File: config.mk
export PLATFORM = sky130hd
export DESIGN_NAME = reader_writer_lock_fifo
export DESIGN_NICKNAME = d
export VERILOG_FILES = /design/src/rtl/core/rwlf_pkg.sv /design/src/rtl/core/reader_writer_lock_fifo.sv /design/src/rtl/core/rwlf_ctrl.sv /design/src/rtl/core/rwlf_dpath.sv
export SDC_FILE = /design/constraint.sdc
export NUM_CORES = 1
export LEC_CHECK = 0
export BUFFER_PORTS_ARGS = -buffer_cell sky130_fd_sc_hd__buf_2
export CAP_MARGIN = 10
export CORE_MARGIN = 1.5
export CORE_UTILIZATION = 53
export DETAILED_ROUTE_END_ITERATION = 8
export PLACE_DENSITY = 0.7
export SYNTH_ARGS = -nofsm -noshare
export SYNTH_HDL_FRONTEND = slang
export SYNTH_SLANG_ARGS = --single-unit
File: constraint.sdc
create_clock -name clk -period 10.8 [get_ports clk]
set_input_delay 1.62 -clock clk [delete_from_list [all_inputs] [get_ports clk]]
set_output_delay 1.62 -clock clk [all_outputs]
set_load 0.03 [all_outputs]
File: src/rtl/core/rwlf_pkg.sv
// ----------------------------------------------------------------------------
// rwlf_pkg: shared types and constants of the reader/writer lock queue
// Action and outcome codes, queue sizing and the controller interface.
// ----------------------------------------------------------------------------
package rwlf_pkg;

  // queue sizing
  localparam int QUEUE_DEPTH = 16;
  localparam int SLOT_BITS   = $clog2(QUEUE_DEPTH);
  localparam int CNT_BITS    = $clog2(QUEUE_DEPTH + 1);
  localparam int ID_BITS     = 8;

  // read hold counter and reader run limits
  localparam int HOLD_BITS = 16;
  localparam logic [HOLD_BITS-1:0] READ_MAX = {HOLD_BITS{1'b1}};
  localparam int MAX_RUN  = 16;
  localparam int RUN_BITS = $clog2(MAX_RUN + 1);

  localparam int ACT_BITS = 3;
  localparam int OUT_BITS = 3;

  typedef enum logic [ACT_BITS-1:0] {
    ACT_TRY_READ     = 3'd0,
    ACT_LOCK_READ    = 3'd1,
    ACT_UNLOCK_READ  = 3'd2,
    ACT_TRY_WRITE    = 3'd3,
    ACT_LOCK_WRITE   = 3'd4,
    ACT_UNLOCK_WRITE = 3'd5
  } action_t;

  typedef enum logic [OUT_BITS-1:0] {
    OUT_GRANTED        = 3'd0,
    OUT_QUEUED         = 3'd1,
    OUT_REFUSED        = 3'd2,
    OUT_GRANTED_WAITER = 3'd3,
    OUT_RELEASED       = 3'd4,
    OUT_QUEUE_FULL     = 3'd5,
    OUT_MISUSE         = 3'd6
  } outcome_t;

  // controller to datapath
  typedef struct packed {
    logic capture;    // latch the accepted request
    logic exec;       // decide the request and update lock state
    logic step;       // emit pending waiter grant, continue reader run
    logic cfg_write;  // register write transfer
  } rwlf_cmd_t;

  // datapath to controller
  typedef struct packed {
    logic out_free;   // output register can take a result this cycle
    logic run_start;  // request opens a run of reader grants
    logic run_more;   // another waiting reader follows in the run
  } rwlf_sts_t;

endpackage

File: src/rtl/core/reader_writer_lock_fifo.sv
// A transferred request is captured, then decided in the execute state once
// the output register is free; the first grant of a reader run after a release
// passes through the pending stage first. Requests are taken one at a time, and
// a reader grant run holds the request until its last grant is loaded.
// The next request is accepted only after its last result is in the output register.
// Reset: synchronous, active low; lock counts and queue pointers clear at once.
// ----------------------------------------------------------------------------
// reader_writer_lock_fifo: fair single-writer, multi-reader lock arbiter
// Grants read and write holds, queues blocking requests in a circular FIFO
// and grants waiters in order as the lock is released.
// ----------------------------------------------------------------------------
module reader_writer_lock_fifo
  import rwlf_pkg::*;
(
  input  logic                 clk,
  input  logic                 rst_n,
  input  logic                 in_valid,
  output logic                 in_ready,
  input  logic [ACT_BITS-1:0]  in_action,
  input  logic [ID_BITS-1:0]   in_requester,
  output logic                 out_valid,
  input  logic                 out_ready,
  output logic [OUT_BITS-1:0]  out_outcome,
  output logic [ID_BITS-1:0]   out_grantee,
  output logic                 out_grantee_writes,
  output logic [HOLD_BITS-1:0] out_readers_holding,
  output logic                 out_writer_holding,
  output logic [CNT_BITS-1:0]  out_waiting,
  output logic                 out_last,
  input  logic                 cfg_valid,
  output logic                 cfg_ready,
  input  logic [CNT_BITS-1:0]  cfg_queue_slots
);

  rwlf_cmd_t cmd;
  rwlf_sts_t sts;

  // request sequencer
  rwlf_ctrl u_ctrl (
    .clk       (clk),
    .rst_n     (rst_n),
    .in_valid  (in_valid),
    .in_ready  (in_ready),
    .cfg_valid (cfg_valid),
    .cfg_ready (cfg_ready),
    .sts       (sts),
    .cmd       (cmd)
  );

  // lock state, waiter ring and result register
  rwlf_dpath u_dpath (
    .clk                 (clk),
    .rst_n               (rst_n),
    .cmd                 (cmd),
    .sts                 (sts),
    .in_action           (in_action),
    .in_requester        (in_requester),
    .cfg_queue_slots     (cfg_queue_slots),
    .out_valid           (out_valid),
    .out_ready           (out_ready),
    .out_outcome         (out_outcome),
    .out_grantee         (out_grantee),
    .out_grantee_writes  (out_grantee_writes),
    .out_readers_holding (out_readers_holding),
    .out_writer_holding  (out_writer_holding),
    .out_waiting         (out_waiting),
    .out_last            (out_last)
  );

endmodule

File: src/rtl/core/rwlf_ctrl.sv
// ----------------------------------------------------------------------------
// rwlf_ctrl: request sequencer of the reader/writer lock queue
// Accepts one request at a time, runs its decision step and steps through
// reader grant runs one result per cycle while the output register is free.
// ----------------------------------------------------------------------------
module rwlf_ctrl
  import rwlf_pkg::*;
(
  input  logic      clk,
  input  logic      rst_n,
  input  logic      in_valid,
  output logic      in_ready,
  input  logic      cfg_valid,
  output logic      cfg_ready,
  input  rwlf_sts_t sts,
  output rwlf_cmd_t cmd
);

  typedef enum logic [2:0] {
    S_IDLE  = 3'b001,
    S_EXEC  = 3'b010,
    S_GRANT = 3'b100
  } state_t;

  state_t state_r, state_nxt;

  // next state and commands
  always_comb begin
    state_nxt     = state_r;
    in_ready      = 1'b0;
    cfg_ready     = 1'b0;
    cmd.capture   = 1'b0;
    cmd.exec      = 1'b0;
    cmd.step      = 1'b0;
    cmd.cfg_write = 1'b0;
    unique case (state_r)
      S_IDLE: begin
        in_ready      = 1'b1;
        cfg_ready     = 1'b1;
        cmd.cfg_write = cfg_valid;
        if (in_valid) begin
          cmd.capture = 1'b1;
          state_nxt   = S_EXEC;
        end
      end
      S_EXEC: begin
        if (sts.out_free) begin
          cmd.exec  = 1'b1;
          state_nxt = sts.run_start ? S_GRANT : S_IDLE;
        end
      end
      S_GRANT: begin
        if (sts.out_free) begin
          cmd.step = 1'b1;
          if (!sts.run_more) begin
            state_nxt = S_IDLE;
          end
        end
      end
      default: state_nxt = S_IDLE;
    endcase
  end

  // state register
  always_ff @(posedge clk) begin
    if (!rst_n) begin
      state_r <= S_IDLE;
    end else begin
      state_r <= state_nxt;
    end
  end

endmodule

File: src/rtl/core/rwlf_dpath.sv
// ----------------------------------------------------------------------------
// rwlf_dpath: lock state, waiter ring and result register
// Holds read/write lock counts, the circular queue of waiters, the pending
// reader grant of a run and the registered result channel.
// ----------------------------------------------------------------------------
module rwlf_dpath
  import rwlf_pkg::*;
(
  input  logic                 clk,
  input  logic                 rst_n,
  input  rwlf_cmd_t            cmd,
  output rwlf_sts_t            sts,
  input  logic [ACT_BITS-1:0]  in_action,
  input  logic [ID_BITS-1:0]   in_requester,
  input  logic [CNT_BITS-1:0]  cfg_queue_slots,
  output logic                 out_valid,
  input  logic                 out_ready,
  output logic [OUT_BITS-1:0]  out_outcome,
  output logic [ID_BITS-1:0]   out_grantee,
  output logic                 out_grantee_writes,
  output logic [HOLD_BITS-1:0] out_readers_holding,
  output logic                 out_writer_holding,
  output logic [CNT_BITS-1:0]  out_waiting,
  output logic                 out_last
);

  // captured request
  action_t              act_r;
  logic [ID_BITS-1:0]   who_r;

  // lock state
  logic [CNT_BITS-1:0]  slots_r, slots_nxt;
  logic [SLOT_BITS-1:0] head_r, head_nxt;
  logic [SLOT_BITS-1:0] tail_r, tail_nxt;
  logic [CNT_BITS-1:0]  cnt_r, cnt_nxt;
  logic [HOLD_BITS-1:0] holds_r, holds_nxt;
  logic                 wh_r, wh_nxt;
  logic [RUN_BITS-1:0]  run_r, run_nxt;

  // pending reader grant of a run
  logic [ID_BITS-1:0]   pend_who_r;
  logic [HOLD_BITS-1:0] pend_holds_r;
  logic [CNT_BITS-1:0]  pend_cnt_r;
  logic                 pend_load;

  // waiter ring, entries undefined until written
  logic                 slot_wr_mem [QUEUE_DEPTH];
  logic [ID_BITS-1:0]   slot_id_mem [QUEUE_DEPTH];
  logic                 enq;
  logic                 enq_wr;

  // registered head entry of the ring
  logic                 head_wr_r;
  logic [ID_BITS-1:0]   head_id_r;

  // result register
  logic                 out_valid_r;
  logic [OUT_BITS-1:0]  out_outcome_r;
  logic [ID_BITS-1:0]   out_grantee_r;
  logic                 out_grantee_writes_r;
  logic [HOLD_BITS-1:0] out_readers_holding_r;
  logic                 out_writer_holding_r;
  logic [CNT_BITS-1:0]  out_waiting_r;
  logic                 out_last_r;

  // result being loaded
  logic                 o_load;
  outcome_t             o_outcome;
  logic [ID_BITS-1:0]   o_who;
  logic                 o_wr;
  logic                 o_last;
  logic                 o_from_pend;

  // helpers
  logic                 head_wr;
  logic [ID_BITS-1:0]   head_id;
  logic [SLOT_BITS-1:0] head_next_slot;
  logic [SLOT_BITS-1:0] tail_next_slot;
  logic [CNT_BITS-1:0]  head_inc;
  logic [CNT_BITS-1:0]  tail_inc;
  logic                 full;
  logic                 out_free;
  logic                 run_more;
  logic                 run_start;
  logic                 act_write;
  logic [HOLD_BITS-1:0] rel_holds;
  logic                 rel_wh;
  logic [CNT_BITS-1:0]  cfg_clamped;

  // head entry and ring wrap
  assign head_wr        = head_wr_r;
  assign head_id        = head_id_r;
  assign head_inc       = CNT_BITS'(head_r) + CNT_BITS'(1);
  assign tail_inc       = CNT_BITS'(tail_r) + CNT_BITS'(1);
  assign head_next_slot = (head_inc >= slots_r) ? '0 : head_inc[SLOT_BITS-1:0];
  assign tail_next_slot = (tail_inc >= slots_r) ? '0 : tail_inc[SLOT_BITS-1:0];
  assign full           = (cnt_r >= slots_r);
  assign out_free       = !out_valid_r || out_ready;
  assign act_write      = (act_r == ACT_TRY_WRITE) || (act_r == ACT_LOCK_WRITE) ||
                          (act_r == ACT_UNLOCK_WRITE);
  assign run_more       = (cnt_r != '0) && (run_r < RUN_BITS'(MAX_RUN)) &&
                          (holds_r != READ_MAX) && !head_wr;

  // register value clamped to the ring size
  assign cfg_clamped = (cfg_queue_slots == '0) ? CNT_BITS'(1) :
                       (cfg_queue_slots > CNT_BITS'(QUEUE_DEPTH)) ?
                       CNT_BITS'(QUEUE_DEPTH) : cfg_queue_slots;

  assign sts = '{out_free: out_free, run_start: run_start, run_more: run_more};

  // request decision, queue moves and lock count updates
  always_comb begin
    slots_nxt   = slots_r;
    head_nxt    = head_r;
    tail_nxt    = tail_r;
    cnt_nxt     = cnt_r;
    holds_nxt   = holds_r;
    wh_nxt      = wh_r;
    run_nxt     = run_r;
    enq         = 1'b0;
    enq_wr      = act_write;
    pend_load   = 1'b0;
    o_load      = 1'b0;
    o_outcome   = OUT_MISUSE;
    o_who       = who_r;
    o_wr        = act_write;
    o_last      = 1'b1;
    o_from_pend = 1'b0;
    run_start   = 1'b0;
    rel_holds   = holds_r;
    rel_wh      = wh_r;

    if (cmd.exec) begin
      o_load = 1'b1;
      unique case (act_r) inside
        ACT_TRY_READ, ACT_LOCK_READ, ACT_TRY_WRITE, ACT_LOCK_WRITE: begin
          if (!wh_r && cnt_r == '0 && (!act_write || holds_r == '0)) begin
            if (!act_write && holds_r == READ_MAX) begin
              o_outcome = OUT_REFUSED;
            end else begin
              o_outcome = OUT_GRANTED;
              if (act_write) begin
                wh_nxt = 1'b1;
              end else begin
                holds_nxt = holds_r + HOLD_BITS'(1);
              end
            end
          end else if (act_r == ACT_TRY_READ || act_r == ACT_TRY_WRITE) begin
            o_outcome = OUT_REFUSED;
          end else if (full) begin
            o_outcome = OUT_QUEUE_FULL;
          end else begin
            o_outcome = OUT_QUEUED;
            enq       = 1'b1;
            tail_nxt  = tail_next_slot;
            cnt_nxt   = cnt_r + CNT_BITS'(1);
          end
        end
        ACT_UNLOCK_READ, ACT_UNLOCK_WRITE: begin
          if (act_write ? !wh_r : (holds_r == '0 || wh_r)) begin
            o_outcome = OUT_MISUSE;
          end else begin
            if (act_write) begin
              rel_wh = 1'b0;
            end else begin
              rel_holds = holds_r - HOLD_BITS'(1);
            end
            holds_nxt = rel_holds;
            wh_nxt    = rel_wh;
            if (rel_holds == '0 && !rel_wh && cnt_r != '0) begin
              // lock just freed with waiters: grant the head
              head_nxt = head_next_slot;
              cnt_nxt  = cnt_r - CNT_BITS'(1);
              if (head_wr) begin
                o_outcome = OUT_GRANTED_WAITER;
                o_who     = head_id;
                o_wr      = 1'b1;
                wh_nxt    = 1'b1;
              end else begin
                // first reader of a run goes to the pending stage
                o_load    = 1'b0;
                run_start = 1'b1;
                holds_nxt = HOLD_BITS'(1);
                pend_load = 1'b1;
                run_nxt   = RUN_BITS'(1);
              end
            end else begin
              o_outcome = OUT_RELEASED;
            end
          end
        end
        default: o_outcome = OUT_MISUSE;
      endcase
    end

    // reader run: emit pending grant, pop the next reader if any
    if (cmd.step) begin
      o_load      = 1'b1;
      o_from_pend = 1'b1;
      o_outcome   = OUT_GRANTED_WAITER;
      o_who       = pend_who_r;
      o_wr        = 1'b0;
      o_last      = !run_more;
      if (run_more) begin
        head_nxt  = head_next_slot;
        cnt_nxt   = cnt_r - CNT_BITS'(1);
        holds_nxt = holds_r + HOLD_BITS'(1);
        pend_load = 1'b1;
        run_nxt   = run_r + RUN_BITS'(1);
      end
    end

    // register write, taken only with an empty queue
    if (cmd.cfg_write && cnt_r == '0) begin
      slots_nxt = cfg_clamped;
      head_nxt  = '0;
      tail_nxt  = '0;
    end
  end

  // control state
  always_ff @(posedge clk) begin
    if (!rst_n) begin
      slots_r     <= CNT_BITS'(QUEUE_DEPTH);
      head_r      <= '0;
      tail_r      <= '0;
      cnt_r       <= '0;
      holds_r     <= '0;
      wh_r        <= 1'b0;
      run_r       <= '0;
      out_valid_r <= 1'b0;
    end else begin
      slots_r     <= slots_nxt;
      head_r      <= head_nxt;
      tail_r      <= tail_nxt;
      cnt_r       <= cnt_nxt;
      holds_r     <= holds_nxt;
      wh_r        <= wh_nxt;
      run_r       <= run_nxt;
      out_valid_r <= o_load ? 1'b1 : (out_ready ? 1'b0 : out_valid_r);
    end
  end

  // request capture, pending grant and result payload
  always_ff @(posedge clk) begin
    if (cmd.capture) begin
      act_r <= action_t'(in_action);
      who_r <= in_requester;
    end
    if (pend_load) begin
      pend_who_r   <= head_id;
      pend_holds_r <= holds_nxt;
      pend_cnt_r   <= cnt_nxt;
    end
    if (o_load) begin
      out_outcome_r         <= o_outcome;
      out_grantee_r         <= o_who;
      out_grantee_writes_r  <= o_wr;
      out_readers_holding_r <= o_from_pend ? pend_holds_r : holds_nxt;
      out_writer_holding_r  <= o_from_pend ? 1'b0 : wh_nxt;
      out_waiting_r         <= o_from_pend ? pend_cnt_r : cnt_nxt;
      out_last_r            <= o_last;
    end
  end

  // waiter ring write at the tail, registered read of the next head
  always_ff @(posedge clk) begin
    if (enq) begin
      slot_wr_mem[tail_r] <= enq_wr;
      slot_id_mem[tail_r] <= who_r;
    end
    if (enq && tail_r == head_nxt) begin
      head_wr_r <= enq_wr;
      head_id_r <= who_r;
    end else begin
      head_wr_r <= slot_wr_mem[head_nxt];
      head_id_r <= slot_id_mem[head_nxt];
    end
  end

  assign out_valid           = out_valid_r;
  assign out_outcome         = out_outcome_r;
  assign out_grantee         = out_grantee_r;
  assign out_grantee_writes  = out_grantee_writes_r;
  assign out_readers_holding = out_readers_holding_r;
  assign out_writer_holding  = out_writer_holding_r;
  assign out_waiting         = out_waiting_r;
  assign out_last            = out_last_r;

  // waiter count stays within the slots in use
  a_cnt_bound: assert property (@(posedge clk) disable iff (!rst_n)
    cnt_r <= slots_r)
    else $error("waiter count exceeds ring slots");

  // a writer and readers never hold together
  a_excl: assert property (@(posedge clk) disable iff (!rst_n)
    !(wh_r && holds_r != '0))
    else $error("writer and readers hold at once");

  // waiters only exist while the lock is held
  a_wait_held: assert property (@(posedge clk) disable iff (!rst_n)
    (cnt_r != '0) |-> (wh_r || holds_r != '0))
    else $error("waiters queued on a free lock");

  // a step that continues the run pops one waiter
  a_run_pop: assert property (@(posedge clk) disable iff (!rst_n)
    (cmd.step && run_more) |=> (cnt_r == $past(cnt_r) - CNT_BITS'(1)))
    else $error("reader run step did not pop the head");

endmodule

==> metrics.txt, run 1 <==
register area share after synthesis 0.601; number of synthesized flops with an enable pin 219; grt ovf 0; total CTS buffers 27; worst-margin pin slew between 0.8 and 0.9 ns; Hold Path Cell Cnt 2; final hold violations 0; postcts setup bufs 0; R2R cell count 9; maxcap violations 0; CP Class flip-flop to flip-flop; Cells after Synth 970; outcome finished clean; # rows 56; via count 8242; total track usage 0.231; clock buffer depth 3; pre-CTS WS 6.07 ns; worst-skew pair later-pin latency approximately 0.54 ns; post-synthesis average cell area 12.9 um^2; largest net degree at the start of global routing 40; Setup crit end kind flip-flop; Syn Nets between 1000 and 1500; setup tns final 0 ns; Die X ~160 um; number of global-route vias before repair 7676; final-report max-slew violation count 0; # nets final 1057; Data required, critical path around 11 ns; Post-DP HPWL 19400 um; fill count 1815; top-area cell type share of the netlist area 0.524; area of the multi-input gates 4700 um^2; root buf cell clkbuf_16; Sink Count 267; Cell Area, Synth 12500 um^2; drt first pass iters 5; Post-DRT Antenna Nets 0; input/output buffers 58; Initial Util 0.538; CP arrival 5.03 ns; LEAKAGE 5.02 nW; global-route wire length before repair between 40000 and 50000 um; WL/cell 20.7 um; clock transition at the registers of the reported paths 0.06 ns; post-layout minimum cycle time 4.84 ns; placed inst area around 13000 um^2; DRT Wirelength 28000 um; Area growth syn-to-layout 11.8%; Max Fclk between 200 and 250 MHz; ys async rst share 0; crit start category flip-flop; Worst Skew 0.00988 ns; Resized cells post-CTS 0; residual DRC count 0; Final Cycle Share 0.448; Initial DRC Count roughly 710; Hold Path Class flip-flop to flip-flop; Crit Path Max Fanout 27; post-synth top area cell edfxtp_1; Max-slew headroom 0.420; Power Density roughly 160 nW/um^2; n_diodes 0; setup violators final 0; layout cells sized above 1 0.168; setup ws final 5.96 ns; final instance area roughly 14000 um^2; Sequential Area 7540 um^2; FF+latch count, synth approximately 270; die height 157 um; H-tree level count 1; IO Count 59; Synthesis Warnings 0; gpl congestion 0.924; DR vias/cell 6.11; total core area ~23000 um^2; CTS tree built; peak supply drop 0.000141 V; initial antenna violation count 0; RSZ-0062 raised after global routing false; synth top area cells edfxtp_1 52%, mux4_2 8.1%, dfxtp_1 7.7%; Post-synth top flop edfxtp_1; Unique masters post-synth 75; Die ar. 24600 um^2; Hold Buf Count CTS 0
## worst max-delay path, cell delays in order (launching register included)
cell	delay, ns
edfxtp_1	0.61
nand3b_1	0.29
and2_1	0.51
inv_1	0.47
a2111oi_0	0.44
o21ai_0	0.17
a211oi_2	0.65
nand4_1	0.44
nand2_1	0.42
buf_4	0.45
## through the flow
stage / cells / power [W] / hold slack [ns] / utilization
2_1_floorplan: 970 / 0.00122 / 0.430 / -
3_3_place_gp: 1301 / 0.00125 / 0.451 / 0.560
3_5_place_dp: 1301 / 0.00125 / 0.451 / 0.560
4_1_cts: 1350 / 0.00223 / 0.466 / 0.601
5_1_grt: 1350 / 0.00228 / 0.499 / 0.601
6_report: 1350 / 0.00222 / 0.473 / 0.601
## power breakdown
part | internal, W | total [W] | switching (W)
clock | 0.000601 | 0.000989 | 0.000388
combinational | 0.0000307 | 0.0000913 | 0.0000606
sequential | 0.00112 | 0.00114 | 0.0000162
total | 0.00175 | 0.00222 | 0.000465
## cells in the final DEF, fill, tap and decap left out, types with 25 or more instances in the layout
master / instances
edfxtp_1: 219
clkbuf_16: 27
a21oi_1: 47
o21ai_0: 45
buf_2: 58
nand3_1: 29
and3_1: 34
nor2_1: 64
nand2_1: 74
ha_1: 25
dfxtp_1: 47
mux4_2: 45
## worst paths after layout
kind,endpoint,from,slack [ns]
worst max register to register,u_dpath.pend_holds_r[0],u_dpath.act_r[2],5.96
worst min register to register,u_dpath.run_r[4],u_dpath.run_r[4],0.47
worst min-delay path,u_dpath.run_r[4],u_dpath.run_r[4],0.47
worst max-delay path,u_dpath.pend_holds_r[0],u_dpath.act_r[2],5.96
## cell families after synthesis
group | share of synthesized area
AND/OR/NAND/NOR | 0.136
flip-flops | 0.601
AO/OA/AOI/OAI | 0.0957
buffers and inverters | 0.0247
multiplexers | 0.0970
XOR/XNOR | 0.0209
adder cells (fa/ha/maj) | 0.0249
## Yosys cell counts (6+ instances only)
library cell	number
edfxtp_1	219
a21o_1	10
nor3b_1	7
and2_1	21
o21a_1	6
clkbuf_1	36
o21ai_0	45
nand4_1	12
nand2b_1	17
mux4_2	45
dfxtp_1	48
o211ai_1	6
a211o_1	6
and3_1	34
nor3_1	22
or3_1	7
buf_2	14
xnor2_1	16
xor2_1	14
nand3_1	29
a31oi_1	15
a21oi_1	47
inv_1	16
ha_1	25
nand2_1	74
nor2b_1	12
nor2_1	64
mux2i_1	17
## routing by layer
layer / wire length, um / track usage / vias up
li1: - / - / 3828
met1: 12500 / 0.334 / 4013
met2: 12700 / 0.357 / 339
met3: 2130 / 0.0443 / 62
met4: 760 / 0.0685 / 0
met5: 0 / 0 / -
## cell type report
class,instances,share of cell area
Multi-Input combinational cell,630,0.336
Inverter,16,0.00428
Tap cell,319,0.0285
Clock buffer,27,0.0482
Sequential cell,267,0.538
Clock inverter,22,0.0194
Timing Repair Buffer,69,0.0266
## state kept, by name (all words and copies together) (netlist names), 3 cells and up, named ones only
signal,count
u_ctrl.state_r,3
u_dpath.pend_holds_r,16
u_dpath.slots_r,5
u_dpath.holds_r,16
u_dpath.run_r,5
u_dpath.out_readers_holding,16
u_dpath.slot_wr_mem,16
u_dpath.pend_who_r,8
u_dpath.act_r,3
u_dpath.out_grantee,8
u_dpath.who_r,8
u_dpath.cnt_r,5
u_dpath.out_outcome,3
u_dpath.slot_id_mem,128
u_dpath.tail_r,4
u_dpath.out_waiting,5
u_dpath.head_r,4
u_dpath.pend_cnt_r,5
Note: power is estimated with default switching activity, not from simulation.
==> run 2, diff against run 1 <==
clock period = 4.9 ns   (was 10.8 ns; I/O delays follow)
==> run 2 against run 1 <==
  * Global-route usage is 1.5 points higher
  * Clock skew up 0.0055 ns
  * Clock power up 110%
  * Highest routed layer is now met5
  * Die area unchanged
  * Critical path type unchanged
  * Routed wire length increased by 5.7%
  * Non-clock buffer count is 13 higher
==> metrics.txt, run 2 (same netlist as run 1, synthesis figures left out) <==
H-tree level count 1; Die ar. 24600 um^2; final-report max-slew violation count 0; max incr delay on CP approximately 0.55 ns; total track usage 0.246; critical path's top delay family simple AND/OR/NAND/NOR gates; clock buffer depth 3; initial antenna violation count 1; final hold slack about 0.35 ns; Max-slew headroom 0.458; number of global-route vias before repair 8163; pre-CTS WS 0.824 ns; Final Cycle Share 0.853; # rows between 50 and 60; RSZ-0062 raised after global routing false; # nets final 1070; root buf cell clkbuf_16; most frequent cells in the layout 219 x edfxtp_1, 74 x nand2_1, 64 x nor2_1; DRT Wirelength 29600 um; gpl congestion 0.941; fill count roughly 1800; Setup crit end kind flip-flop; Hold Path Class primary input to flip-flop; Initial Util 0.538; Post-DP HPWL 19900 um; critical path's slowest cell nor3b_2; DR vias/cell ~6.1; total power 0.00483 W; via count 8324; layout cells sized above 1 0.184; LEAKAGE 5.06 nW; clock transition at the registers of the reported paths 0.06 ns; Power Density 342 nW/um^2; total core area 23300 um^2; residual DRC count 0; maxcap violations 0; Sequential Area 7540 um^2; largest net degree at the start of global routing 40; input/output buffers 58; setup tns final 0 ns; Initial DRC Count 739; Buffers & Inverters on Critical Path 2; max reg flops 128; Crit Path Max Fanout 24; CP arrival 4.43 ns; drt first pass iters 5; crit start category flip-flop; most common cell after layout, fill and taps aside edfxtp_1; final core occ 0.605; Worst Skew 0.0153 ns; post-layout minimum cycle time 4.18 ns; final hold violations 0; Post-DRT Antenna Nets 0; most flop-heavy register u_dpath.slot_id_mem; postcts setup bufs 0; area of the multi-input gates 4700 um^2; worst-skew pair later-pin latency approximately 0.56 ns; grt ovf 0; setup violators final 0; Hold Buf Count CTS 0; Data required, critical path 5.16 ns; total CTS buffers 27; Resized cells post-CTS 0; die height 157 um; setup ws final approximately 0.72 ns; CP cell instances inv_1, ha_1, nor3b_2, nand3_1, or3b_4, o31ai_2, and4_1, nand4_1, nand2_1, buf_12; WL/cell 21.7 um; outcome finished clean; global-route wire length before repair 46200 um; n_diodes 0; peak supply drop approximately 0.00025 V; CTS tree built; Sink Count ~270; Area growth syn-to-layout 12.5%; worst-margin pin slew 0.807 ns; IO Count 59; Die X 157 um; CP Class flip-flop to flip-flop; Max Fclk 239 MHz
==> run 2: cell types whose count changed in the layout (fill, tap and decap cells not counted) <==
cell,before,now
buf_12,0,1
buf_4,11,23
bufinv_16,6,3
clkinv_1,7,2
clkinv_2,3,2
clkinv_4,0,4
clkinvlp_4,2,9
inv_16,0,1
inv_6,4,1
inv_8,0,1
==> run 2: per-layer routing <==
layer  global-route usage  vias to the layer above  share of wire  wire length (um)
met3               0.0413                       58          0.068              2010
met2                0.395                      349           0.47             14000
li1                     -                     3838              -                 -
met4               0.0812                        2          0.022               648
met5                    0                        -        0.00044                13
met1                0.342                     4077           0.44             12900
==> run 2: report_power, final <==
group / leakage, nW / switching [W] / internal, W / total, W
Combinational: 2.22 / 0.000139 / 0.0000706 / 0.000209
Sequential: 2.41 / 0.0000348 / 0.00247 / 0.00250
Clock: 0.424 / 0.000925 / 0.00119 / 0.00212
Total: 5.06 / 0.00110 / 0.00373 / 0.00483
==> run 2: per-stage QoR <==
stage                     instance area [um^2]  std cells
after floorplan                          12500        970
after global placement                   13200       1314
after detailed placement                 13200       1314
after CTS                                14100       1364
after global routing                     14100       1364
final                                    14100       1364
==> run 2: worst paths after layout <==
kind	start	to	slack, ns	cells after the start
min	in_requester[1]	u_dpath.who_r[1]	0.35	1
min reg2reg	u_dpath.run_r[3]	u_dpath.run_r[3]	0.47	1
max	u_dpath.holds_r[0]	u_dpath.pend_holds_r[9]	0.72	10
max reg2reg	u_dpath.holds_r[0]	u_dpath.pend_holds_r[9]	0.72	10
==> run 2: cell type report <==
type,instances,share of cell area
Clock buffer,27,0.0479
Tap cell,319,0.0283
Inverter,16,0.00426
Clock inverter,23,0.0177
Sequential cell,267,0.534
Multi-Input combinational cell,630,0.333
Timing Repair Buffer,82,0.0342
==> run 2: worst reg2reg max path, delay by kind of cell (launching register included) <==
| family | cells | cell delay, ns |
|---|---|---|
| AO/OA/AOI/OAI | 1 | 0.17 |
| adder cells (fa/ha/maj) | 1 | 0.22 |
| buffers and inverters | 2 | 0.41 |
| flip-flops | 1 | 0.42 |
| AND/OR/NAND/NOR | 6 | 2.66 |
